**src/hdl/utf8fc_pkg.sv**
```systemverilog
`timescale 1ns / 1ps
// ----------------------------------------------------------------------------
// utf8fc_pkg
// Shared constants and types of the UTF-8 to font code layout block.
// ----------------------------------------------------------------------------
package utf8fc_pkg;

	localparam int CELL_WIDTH = 6;
	localparam int MAX_GLYPHS = 255;

	localparam int START_X_W = 12;
	localparam int SCALE_W   = 5;
	localparam int CFG_W     = 12;
	localparam int ADV_W     = $clog2(CELL_WIDTH * ((1 << SCALE_W) - 1) + 1);

	localparam logic [15:0] PEN_MAX   = 16'h7fff;
	localparam logic [14:0] WIDTH_MAX = 15'h7fff;

	// configuration register indexes
	localparam logic REG_START_X = 1'b0;
	localparam logic REG_SCALE   = 1'b1;

	// record kinds
	localparam logic KIND_GLYPH = 1'b0;
	localparam logic KIND_END   = 1'b1;

	typedef struct packed {
		logic               kind;
		logic [6:0]         font_code;
		logic signed [15:0] glyph_x;
		logic [7:0]         glyph_index;
		logic [14:0]        total_width;
		logic               last;
	} result_t;

	typedef struct packed {
		logic [20:0]        accum;
		logic [1:0]         pending;
		logic [7:0]         count;
		logic signed [15:0] pen;
	} dec_state_t;

	// results produced by one byte, handed to the result queue
	typedef struct packed {
		logic [1:0] num;
		result_t    r0;
		result_t    r1;
	} push_t;

endpackage

```
**src/hdl/utf8fc_decode.sv**
```systemverilog
`timescale 1ns / 1ps
// ----------------------------------------------------------------------------
// utf8fc_decode
// Single-pass decode of one byte: next state and up to two result records.
// ----------------------------------------------------------------------------
module utf8fc_decode (
	input  logic [7:0]                        text_byte,
	input  utf8fc_pkg::dec_state_t            cur,
	input  logic signed [utf8fc_pkg::START_X_W-1:0] start_x,
	input  logic [utf8fc_pkg::SCALE_W-1:0]    scale,
	output utf8fc_pkg::dec_state_t            nxt,
	output utf8fc_pkg::push_t                 push
);
	import utf8fc_pkg::*;

	localparam logic [20:0] CP_LEFT  = 21'h025c0;
	localparam logic [20:0] CP_RIGHT = 21'h025b6;
	localparam logic [20:0] CP_DOT   = 21'h000b7;
	localparam logic [6:0]  FC_LEFT  = 7'h7f;
	localparam logic [6:0]  FC_RIGHT = 7'h7e;
	localparam logic [6:0]  FC_DOT   = 7'h2e;
	localparam logic [6:0]  FC_UNK   = 7'h3f;

	function automatic logic [6:0] map_code(input logic [20:0] cp);
		priority if (cp < 21'h80) return cp[6:0];
		else if (cp == CP_LEFT)   return FC_LEFT;
		else if (cp == CP_RIGHT)  return FC_RIGHT;
		else if (cp == CP_DOT)    return FC_DOT;
		else                      return FC_UNK;
	endfunction

	logic [ADV_W-1:0] adv;
	logic             pend;
	logic             cont;
	result_t          res [2];
	logic [1:0]       n;
	logic [16:0]      prod;
	logic signed [16:0] nx;

	assign adv  = ADV_W'(CELL_WIDTH) * ADV_W'(scale);
	assign pend = (cur.pending != 2'd0);
	assign cont = (text_byte[7:6] == 2'b10);

	always_comb begin
		nxt  = cur;
		n    = 2'd0;
		res[0] = '0;
		res[1] = '0;
		prod = '0;
		nx   = '0;

		if (pend && cont) begin
			nxt.accum   = {cur.accum[14:0], text_byte[5:0]};
			nxt.pending = cur.pending - 2'd1;
			if (nxt.pending == 2'd0) begin
				res[0] = '{KIND_GLYPH, map_code(nxt.accum), nxt.pen, nxt.count, 15'd0, 1'b0};
				nx = {nxt.pen[15], nxt.pen} + 17'(adv);
				nxt.pen = (nx[16:15] == 2'b01) ? signed'(PEN_MAX) : nx[15:0];
				if (nxt.count < 8'(MAX_GLYPHS)) nxt.count = nxt.count + 8'd1;
				nxt.accum = '0;
				n = 2'd1;
			end
		end else begin
			// flush a cut-short sequence as it stands
			if (pend) begin
				res[0] = '{KIND_GLYPH, map_code(cur.accum), nxt.pen, nxt.count, 15'd0, 1'b0};
				nx = {nxt.pen[15], nxt.pen} + 17'(adv);
				nxt.pen = (nx[16:15] == 2'b01) ? signed'(PEN_MAX) : nx[15:0];
				if (nxt.count < 8'(MAX_GLYPHS)) nxt.count = nxt.count + 8'd1;
				nxt.accum   = '0;
				nxt.pending = 2'd0;
				n = 2'd1;
			end

			priority if (text_byte == 8'h00) begin
				prod = 17'(nxt.count) * 17'(adv);
				res[n[0]] = '{KIND_END, 7'd0, 16'sd0, 8'd0,
					(prod > 17'(WIDTH_MAX)) ? WIDTH_MAX : prod[14:0], 1'b0};
				n = n + 2'd1;
				nxt.accum   = '0;
				nxt.pending = 2'd0;
				nxt.count   = '0;
				nxt.pen     = 16'(start_x);
			end else if (text_byte[7:4] == 4'hf) begin
				nxt.accum   = {18'd0, text_byte[2:0]};
				nxt.pending = 2'd3;
			end else if (text_byte[7:4] == 4'he) begin
				nxt.accum   = {17'd0, text_byte[3:0]};
				nxt.pending = 2'd2;
			end else if (text_byte[7:5] == 3'b110) begin
				nxt.accum   = {16'd0, text_byte[4:0]};
				nxt.pending = 2'd1;
			end else begin
				res[n[0]] = '{KIND_GLYPH, map_code({13'd0, text_byte}), nxt.pen, nxt.count,
					15'd0, 1'b0};
				nx = {nxt.pen[15], nxt.pen} + 17'(adv);
				nxt.pen = (nx[16:15] == 2'b01) ? signed'(PEN_MAX) : nx[15:0];
				if (nxt.count < 8'(MAX_GLYPHS)) nxt.count = nxt.count + 8'd1;
				n = n + 2'd1;
			end
		end

		if (n != 2'd0) res[n[0] ^ 1'b1].last = 1'b1;
	end

	assign push = '{num: n, r0: res[0], r1: res[1]};

endmodule

```
**src/hdl/utf8fc_result_fifo.sv**
```systemverilog
`timescale 1ns / 1ps
// ----------------------------------------------------------------------------
// utf8fc_result_fifo
// Four-entry result queue; takes up to two records per cycle, gives one while out_ready is high.
// ----------------------------------------------------------------------------
module utf8fc_result_fifo (
	input  logic                clk,
	input  logic                arst_n,
	input  logic                push_en,
	input  utf8fc_pkg::push_t   push,
	output logic                room,
	output logic                out_valid,
	input  logic                out_ready,
	output utf8fc_pkg::result_t head
);
	import utf8fc_pkg::*;

	result_t    mem_q [4];
	logic [1:0] wr_ptr_q;
	logic [1:0] rd_ptr_q;
	logic [2:0] cnt_q;
	logic [1:0] push_n;
	logic       pop;

	assign push_n    = push_en ? push.num : 2'd0;
	assign pop       = out_valid && out_ready;
	assign out_valid = (cnt_q != 3'd0);
	assign room      = (cnt_q <= 3'd2);
	assign head      = mem_q[rd_ptr_q];

	always_ff @(posedge clk) begin
		if (push_n != 2'd0) mem_q[wr_ptr_q] <= push.r0;
		if (push_n == 2'd2) mem_q[wr_ptr_q + 2'd1] <= push.r1;
	end

	always_ff @(posedge clk or negedge arst_n) begin
		if (!arst_n) begin
			wr_ptr_q <= '0;
			rd_ptr_q <= '0;
			cnt_q    <= '0;
		end else begin
			wr_ptr_q <= wr_ptr_q + push_n;
			rd_ptr_q <= rd_ptr_q + 2'(pop);
			cnt_q    <= cnt_q + 3'(push_n) - 3'(pop);
		end
	end

endmodule

```
**src/hdl/utf8_to_font_code_layout.sv**
```systemverilog
`timescale 1ns / 1ps
// ----------------------------------------------------------------------------
// utf8_to_font_code_layout
// Decodes a UTF-8 byte stream into 7-bit font codes with x layout and an
// end-of-string record carrying the total width.
// ----------------------------------------------------------------------------
// Flow: a byte is registered in stage one, decoded once the result queue has
//   room, and its results are written to the queue, which offers them.
// Throughput: one byte per cycle while each byte gives at most one result and
//   out_ready stays high; a byte giving two results needs two output transfers.
// Reset: arst_n clears the decoder state, the queue, start_x to 0, scale to 1.
// ----------------------------------------------------------------------------
module utf8_to_font_code_layout (
	input  logic                clk,
	input  logic                arst_n,
	// byte channel
	input  logic                in_valid,
	output logic                in_ready,
	input  logic [7:0]          text_byte,
	// result channel
	output logic                out_valid,
	input  logic                out_ready,
	output logic                kind,
	output logic [6:0]          font_code,
	output logic signed [15:0]  glyph_x,
	output logic [7:0]          glyph_index,
	output logic [14:0]         total_width,
	output logic                last,
	// configuration write port
	input  logic                cfg_wr_en,
	input  logic                cfg_index,
	input  logic [utf8fc_pkg::CFG_W-1:0] cfg_data
);
	import utf8fc_pkg::*;

	// configuration registers
	logic signed [START_X_W-1:0] start_x_q;
	logic [SCALE_W-1:0]          scale_q;

	// input register stage
	logic       valid_s1;
	logic [7:0] byte_s1;

	// decoder state
	dec_state_t state_q;
	dec_state_t state_nxt;
	push_t      push;

	logic    room;
	logic    fire;
	result_t head;

	// The byte in stage one is decoded once the queue can take two records;
	// that keeps the worst case (flush plus a new glyph or end record) safe.
	assign fire     = valid_s1 && room;
	assign in_ready = !valid_s1 || fire;

	always_ff @(posedge clk) begin
		if (in_valid && in_ready) byte_s1 <= text_byte;
	end

	always_ff @(posedge clk or negedge arst_n) begin
		if (!arst_n) begin
			valid_s1 <= 1'b0;
		end else if (in_ready) begin
			valid_s1 <= in_valid;
		end
	end

	utf8fc_decode u_decode (
		.text_byte (byte_s1),
		.cur       (state_q),
		.start_x   (start_x_q),
		.scale     (scale_q),
		.nxt       (state_nxt),
		.push      (push)
	);

	// Configuration is to be written only while idle; the block does not enforce
	// it. Loading start_x also moves the pen while the string has no glyph yet.
	always_ff @(posedge clk or negedge arst_n) begin
		if (!arst_n) begin
			start_x_q <= '0;
			scale_q   <= SCALE_W'(1);
			state_q   <= '0;
		end else begin
			if (fire) begin
				state_q <= state_nxt;
			end else if (cfg_wr_en && (cfg_index == REG_START_X)
			             && (state_q.count == 8'd0)) begin
				state_q.pen <= 16'(signed'(cfg_data[START_X_W-1:0]));
			end
			if (cfg_wr_en) begin
				unique case (cfg_index)
					REG_START_X: start_x_q <= cfg_data[START_X_W-1:0];
					REG_SCALE:   scale_q   <= cfg_data[SCALE_W-1:0];
					default:     ;
				endcase
			end
		end
	end

	utf8fc_result_fifo u_fifo (
		.clk       (clk),
		.arst_n    (arst_n),
		.push_en   (fire),
		.push      (push),
		.room      (room),
		.out_valid (out_valid),
		.out_ready (out_ready),
		.head      (head)
	);

	assign kind        = head.kind;
	assign font_code   = head.font_code;
	assign glyph_x     = head.glyph_x;
	assign glyph_index = head.glyph_index;
	assign total_width = head.total_width;
	assign last        = head.last;

	// Two records from one byte only happen when a sequence is cut short.
	a_two_needs_open: assert property (@(posedge clk) disable iff (!arst_n)
		(fire && push.num == 2'd2) |-> (state_q.pending != 2'd0))
		else $error("two results without an open sequence");

	// An end record is always the final record of its byte and carries no glyph.
	a_end_clean: assert property (@(posedge clk) disable iff (!arst_n)
		(out_valid && kind == KIND_END) |->
		(last && font_code == 7'd0 && glyph_x == 16'sd0 && glyph_index == 8'd0))
		else $error("malformed end record");

	// A zero byte leaves the decoder ready for a fresh string.
	a_zero_clears: assert property (@(posedge clk) disable iff (!arst_n)
		(fire && byte_s1 == 8'h00) |=> (state_q.count == 8'd0 && state_q.pending == 2'd0))
		else $error("string state not cleared after zero byte");

	// Within a string the glyph count never goes down.
	a_count_mono: assert property (@(posedge clk) disable iff (!arst_n)
		(fire && byte_s1 != 8'h00) |=> (state_q.count >= $past(state_q.count)))
		else $error("glyph count went backwards");

endmodule
```
**config.mk**
```make
export PLATFORM = sky130hd
export DESIGN_NAME = utf8_to_font_code_layout
export DESIGN_NICKNAME = d
export VERILOG_FILES = /design/src/hdl/utf8fc_pkg.sv /design/src/hdl/utf8fc_decode.sv /design/src/hdl/utf8fc_result_fifo.sv /design/src/hdl/utf8_to_font_code_layout.sv
export SDC_FILE = /design/constraint.sdc
export NUM_CORES = 1
export LEC_CHECK = 0
export ABC_CLOCK_PERIOD_IN_PS = 16600
export BUFFER_PORTS_ARGS = -buffer_cell sky130_fd_sc_hd__clkbuf_2
export CORE_ASPECT_RATIO = 0.5
export CORE_MARGIN = 1
export CORE_UTILIZATION = 40
export DETAILED_ROUTE_END_ITERATION = 6
export PLACE_DENSITY = 0.54
export RECOVER_POWER = 100
export SLEW_MARGIN = 20
export SYNTH_ARGS = -nofsm -noshare
export SYNTH_HDL_FRONTEND = slang
export SYNTH_SLANG_ARGS = --single-unit
```
**constraint.sdc**
```tcl
create_clock -name clk -period 16.6 [get_ports clk]
set_clock_uncertainty 0.05 [all_clocks]
set_input_delay 4.15 -clock clk [delete_from_list [all_inputs] [get_ports clk]]
set_output_delay 4.15 -clock clk [all_outputs]
set_load 0.01 [all_outputs]
```
* After elaboration in Yosys (flattened, before gate mapping) *
Memories as Yosys holds them, arrays and structs flattened.
Cells that the tools add are included.

operators by class
  bitwise operators = 4
  $lt $le $gt $ge = 11
  multiplexer cells = 64
  multiply operators = 2
  add/subtract/negate cells = 11
  reductions and logical operators = 24
  eq/ne operators = 16

operators by type and width
  operator                                                                  count
  96-bit 2-to-1 mux                                                         5
  96-bit bitwise mux                                                        3
  47-bit 2-to-1 mux                                                         6
  48-bit 2-to-1 mux                                                         4
  48-bit demux with 1-bit select                                            2
  24-bit 2-to-1 mux                                                         4
  21-bit by 14-bit equality test with 1-bit output (second input constant)  4
  7-bit 2-to-1 mux                                                          12
  23-bit 2-to-1 mux                                                         3
  16-bit 2-to-1 mux                                                         4
  21-bit by 8-bit equality test with 1-bit output (second input constant)   2
  21-bit by 8-bit < comparator with 1-bit output (second input constant)    2
  16-bit by 9-bit adder with 17-bit output                                  2
  8-bit < comparator (second input constant)                                3
  21-bit 2-to-1 mux                                                         1
  8-bit by 1-bit adder with 8-bit output (second input constant)            2
  16-bit by 15-bit > comparator with 1-bit output (second input constant)   1
  8-bit logical NOT                                                         2
  8-bit 2-to-1 mux                                                          2
  8-bit by 7-bit multiplier with 15-bit output                              1
  15-bit 2-to-1 mux                                                         1
  5-bit 2-to-1 mux                                                          3
  2-bit 2-to-1 mux                                                          7
  2-bit AND reduction                                                       5
  27 further kinds                                                          51

word-level totals
  bits in registers = 80
  bits of input ports = 26
  output and inout port bits = 50
  memories = 1
  memory bits (writable) = 192

memories
  name          words  width  rd ports  clocked after Yosys merged registers in  wr ports  RTL line                  text
  u_fifo.mem_q  4      48     1         0                                        2         utf8fc_result_fifo.sv:18  result_t mem_q [4];

* Longest topological paths before layout *
  word-level depth = 17
  depth in mapped cells = 28
  depth with buffers taken out = 27

* Modules after synthesis *
A second synthesis with hierarchy kept.

second synthesis, totals
  cells, all modules = 1644
  area, all modules = 18621.6 um^2

by module, submodules not included
  module                    area an instance (um^2)  cells each  instances
  utf8fc_result_fifo        9719.3                   511         1
  utf8fc_decode             5928.2                   899         1
  utf8_to_font_code_layout  2974.1                   234         1

* Worst setup path after synthesis *
No wires, ideal clock.

  kind = register to register
  start point = reg state_q[24] (netlist bit)
  end point = mem u_fifo.mem_q[0][0] (netlist bit), enable pin
  path slack = 9.991 ns
  buffers on the path = 3
  stages on the path, launching flop included = 14
  arrival = 6.034 ns
  library setup time = 0.525 ns
  required time = 16.025 ns
  clock period less this slack = 6.609 ns
  cells stage by stage = dfrtp_1 > inv_1 > ha_1 > clkinv_1 > clkbuf_1 > clkbuf_1 > ha_1 > nand2_1 > and3_1 > a41o_1 > buf_2 > nor2_1 > nor2b_1 > o31ai_1

RTL lines
  element                 RTL line                        text
  from (decl)             utf8_to_font_code_layout.sv:45  dec_state_t state_q;
  from (signal assigned)  utf8_to_font_code_layout.sv:88  state_q <= state_nxt;
  to (decl)               utf8fc_result_fifo.sv:18

==> flow_summary_export.csv <==
group,metric,value,unit
clock_network,clk_latency,0.57,ns
drt,avgRoutedWirePerCell,21.8,µm
power,p_leak,7.19,nW
die,die_area,44100,µm²
cells_and_area,finalNetCount,1845,
synth,avgSynthCellArea,10.2,µm²
synth,synth_top_area_share,34.8,%
synth,ys_warn_count,0,
place,post_dp_cell_area,18300,µm²
cells_and_area,final_common_cell,"edfxtp_1",
drt,drt_wl_total,50.5,mm
place,dp.cells,2269,
cells_and_area,synthToLayoutAreaGrowth,9.77,%
setup_path,crit_fanout,41,
cells_and_area,drive_gt1_share,10.1,%
cells_and_area,multiInputGateArea,8760,µm²
cells_and_area,finalInstanceArea,19000,µm²
synth,synth_cells,1696,
sta,rsz0062_at_grt,"no",
drt,dr_total_vias,13388,
drt,ant_nets,0,
place,hpwlAfterDp,33.9,mm
status,violations,"max-capacitance violations, max-slew violations",
die,pin_count,76,
clock_network,clock_path_buffers,3,
clock_network,cts_buffers,27,
clock_network,cts_tree,"built",
cells_and_area,n_fill_cell,4074,
grt,antenna_found_initial,0,
synth,synth_fp_nets,1820,
cells_and_area,regArea,7810,µm²
grt,track_usage,23.1,%
setup_path,start_kind,"flip-flop",
synth,synth_flop_cell,"edfxtp_1",
grt,grt_max_degree,73,
drt,firstDrtPassIters,5,
setup_path,crit_path_end_kind,"flip-flop",
synth,ys_seq_elements,272,
drt,drt_iter0_markers,1230,
power,power.density,239,nW/µm²
power,p_total,0.00453,W
drt,via_per_inst,5.78,
clock_network,clockRootBuffer,"clkbuf_16",
cells_and_area,fin_util,44.9,%
sta,finalCritPeriodShare,57.8,%
die,die_w,296,µm
sta,setup_tns,0,ns
die,die_y,149,µm
place,port_buffers,75,
worst_hold_path,hold_path.class,"reg -> reg",
clock_network,clock_sinks,272,
place,gp_congestion,0.910,
drt,drc,0,
die,start_util,40.9,%
status,status,"finished, violations left",
synth,synthDistinctLibCells,87,
sta,clock.fmax,104,MHz
setup_path,crit_required,16.70,ns
synth,synth_edf_count,200,
clock_network,htree_levels,1,
synth,synthArstFlopShare,26.5,%
synth,ys_seq_area_share,45.2,%
synth,mappedNetlistArea,17300,µm²
flow_run,max_cap_viol_count,18,
power,peakVddDrop,0.000112,V
sta,worst_pin_slew,4.27,ns
clock_network,clk_pin_slew,0.07,ns
die,coreArea,42200,µm²
synth,synth_top_area_cell,"edfxtp_1",
clock_network,ctsResizeCount,0,
clock_network,cts_setup_buffers,0,
sta,setup-violations-final,0,
die,rows,53,
sta,slew_violations,582,
cells_and_area,mostFrequentLayoutCells,"200 x edfxtp_1, 186 x nand2_1, 182 x o21ai_0",
setup_path,crit_arrival,9.70,ns
sta,layout_min_cycle_time,9.60,ns
clock_network,cts_hold_repair.buffers,0,
cells_and_area,final-instance-count-excl-fill,2318,
setup_path,crit_type,"reg -> reg",
cells_and_area,diodes,0,
grt,grt_pass1_wl,78.3,mm
grt,grt_overflow_total,0,
grt,grt_pass1_vias,12901,
sta,final_hold_viol_count,0,
sta,slew_headroom,-185,%
synth,synth.area.top_cells,"edfxtp_1 35%, dfrtp_1 10%, mux4_2 6.3%",
synth_stat cells, types with 28 or more instances:
| cell | instances |
|---|---|
| edfxtp_1 | 200 |
| nand2_1 | 186 |
| o21ai_0 | 176 |
| nor2_1 | 156 |
| a21oi_1 | 95 |
| clkbuf_1 | 87 |
| nand3_1 | 82 |
| inv_1 | 78 |
| dfrtp_1 | 71 |
| ha_1 | 65 |
| mux4_2 | 48 |
| fa_1 | 33 |
| xnor2_1 | 31 |
| and2_1 | 28 |
final timing paths:
| check | start | end | slack, ns | depth (start not counted) |
|---|---|---|---|---|
| max | state_q[24]$_DFFE_PN0P_ | u_fifo.mem_q[2][11]$_DFFE_PP_ | 7.00 | 10 |
| min | u_fifo.rd_ptr_q[1]$_DFF_PN0_ | u_fifo.rd_ptr_q[1]$_DFF_PN0_ | 0.42 | 1 |
| max reg2reg | state_q[24]$_DFFE_PN0P_ | u_fifo.mem_q[2][11]$_DFFE_PP_ | 7.00 | 10 |
| min reg2reg | u_fifo.rd_ptr_q[1]$_DFF_PN0_ | u_fifo.rd_ptr_q[1]$_DFF_PN0_ | 0.42 | 1 |
| max in group asynchronous | arst_n | u_fifo.rd_ptr_q[0]$_DFF_PN0_ | 8.43 | 1 |
| min in group asynchronous | arst_n | u_fifo.cnt_q[0]$_DFF_PN0_ | 5.05 | 1 |
kinds of logic (layout without fill, tap and decap cells):
logic type | count (synthesis) | count (layout) | share of synthesized area, %
AOI/OAI and AO/OA | 436 | 436 | 15.9
xor gates and xnor gates | 52 | 52 | 2.64
adders and majority gates | 98 | 98 | 8.54
buffers and inverters | 190 | 235 | 4.20
DFF | 272 | 272 | 45.2
muxes | 80 | 80 | 8.29
and+or+nand+nor | 568 | 568 | 15.2
cell type report:
| cell class | instances | share of cell area [%] |
|---|---|---|
| Inverter | 81 | 1.60 |
| Sequential cell | 272 | 41.2 |
| Timing Repair Buffer | 105 | 2.41 |
| Multi-Input combinational cell | 1234 | 46.2 |
| Clock inverter | 17 | 1.00 |
| Tap cell | 577 | 3.81 |
| Clock buffer | 32 | 3.72 |
sequential cells by signal, indices dropped and copies added, names as in the netlist:
name / cells
u_fifo.wr_ptr_q: 2
valid_s1: 1
byte_s1: 8
state_q: 47
start_x_q: 12
scale_q: 5
u_fifo.cnt_q: 3
u_fifo.mem_q: 192
u_fifo.rd_ptr_q: 2
layer usage:
metal / part of all wire [%] / global-route usage (%)
met2: 42 / 33.5
met5: 0 / 0
met1: 48 / 35.3
met4: 2.2 / 4.77
met3: 8.2 / 4.66
through the flow:
stage,setup slack [ns],hold WS [ns]
2_1_floorplan,9.99,0.401
3_3_place_gp,9.27,0.403
3_5_place_dp,9.13,0.411
4_1_cts,9.10,0.420
5_1_grt,6.35,0.443
6_report,7.00,0.417
power by group:
part	internal, W	switching (W)
clock network	0.000365	0.000277
registers	0.00107	0.000189
logic	0.000980	0.00165
total	0.00241	0.00212
critical path, cell delays in order, from the launching register on:
cell and delay [ns]:
dfrtp_1 0.38, inv_1 0.12, ha_1 0.20, clkbuf_1 1.53, or3b_1 1.01, nand3_1 0.16, a41o_1 0.47, nor2_1 0.32
nor2b_1 0.18, o21ai_0 3.09, clkbuf_1 1.61
No activity file was read; power rests on OpenSTA's default activity.
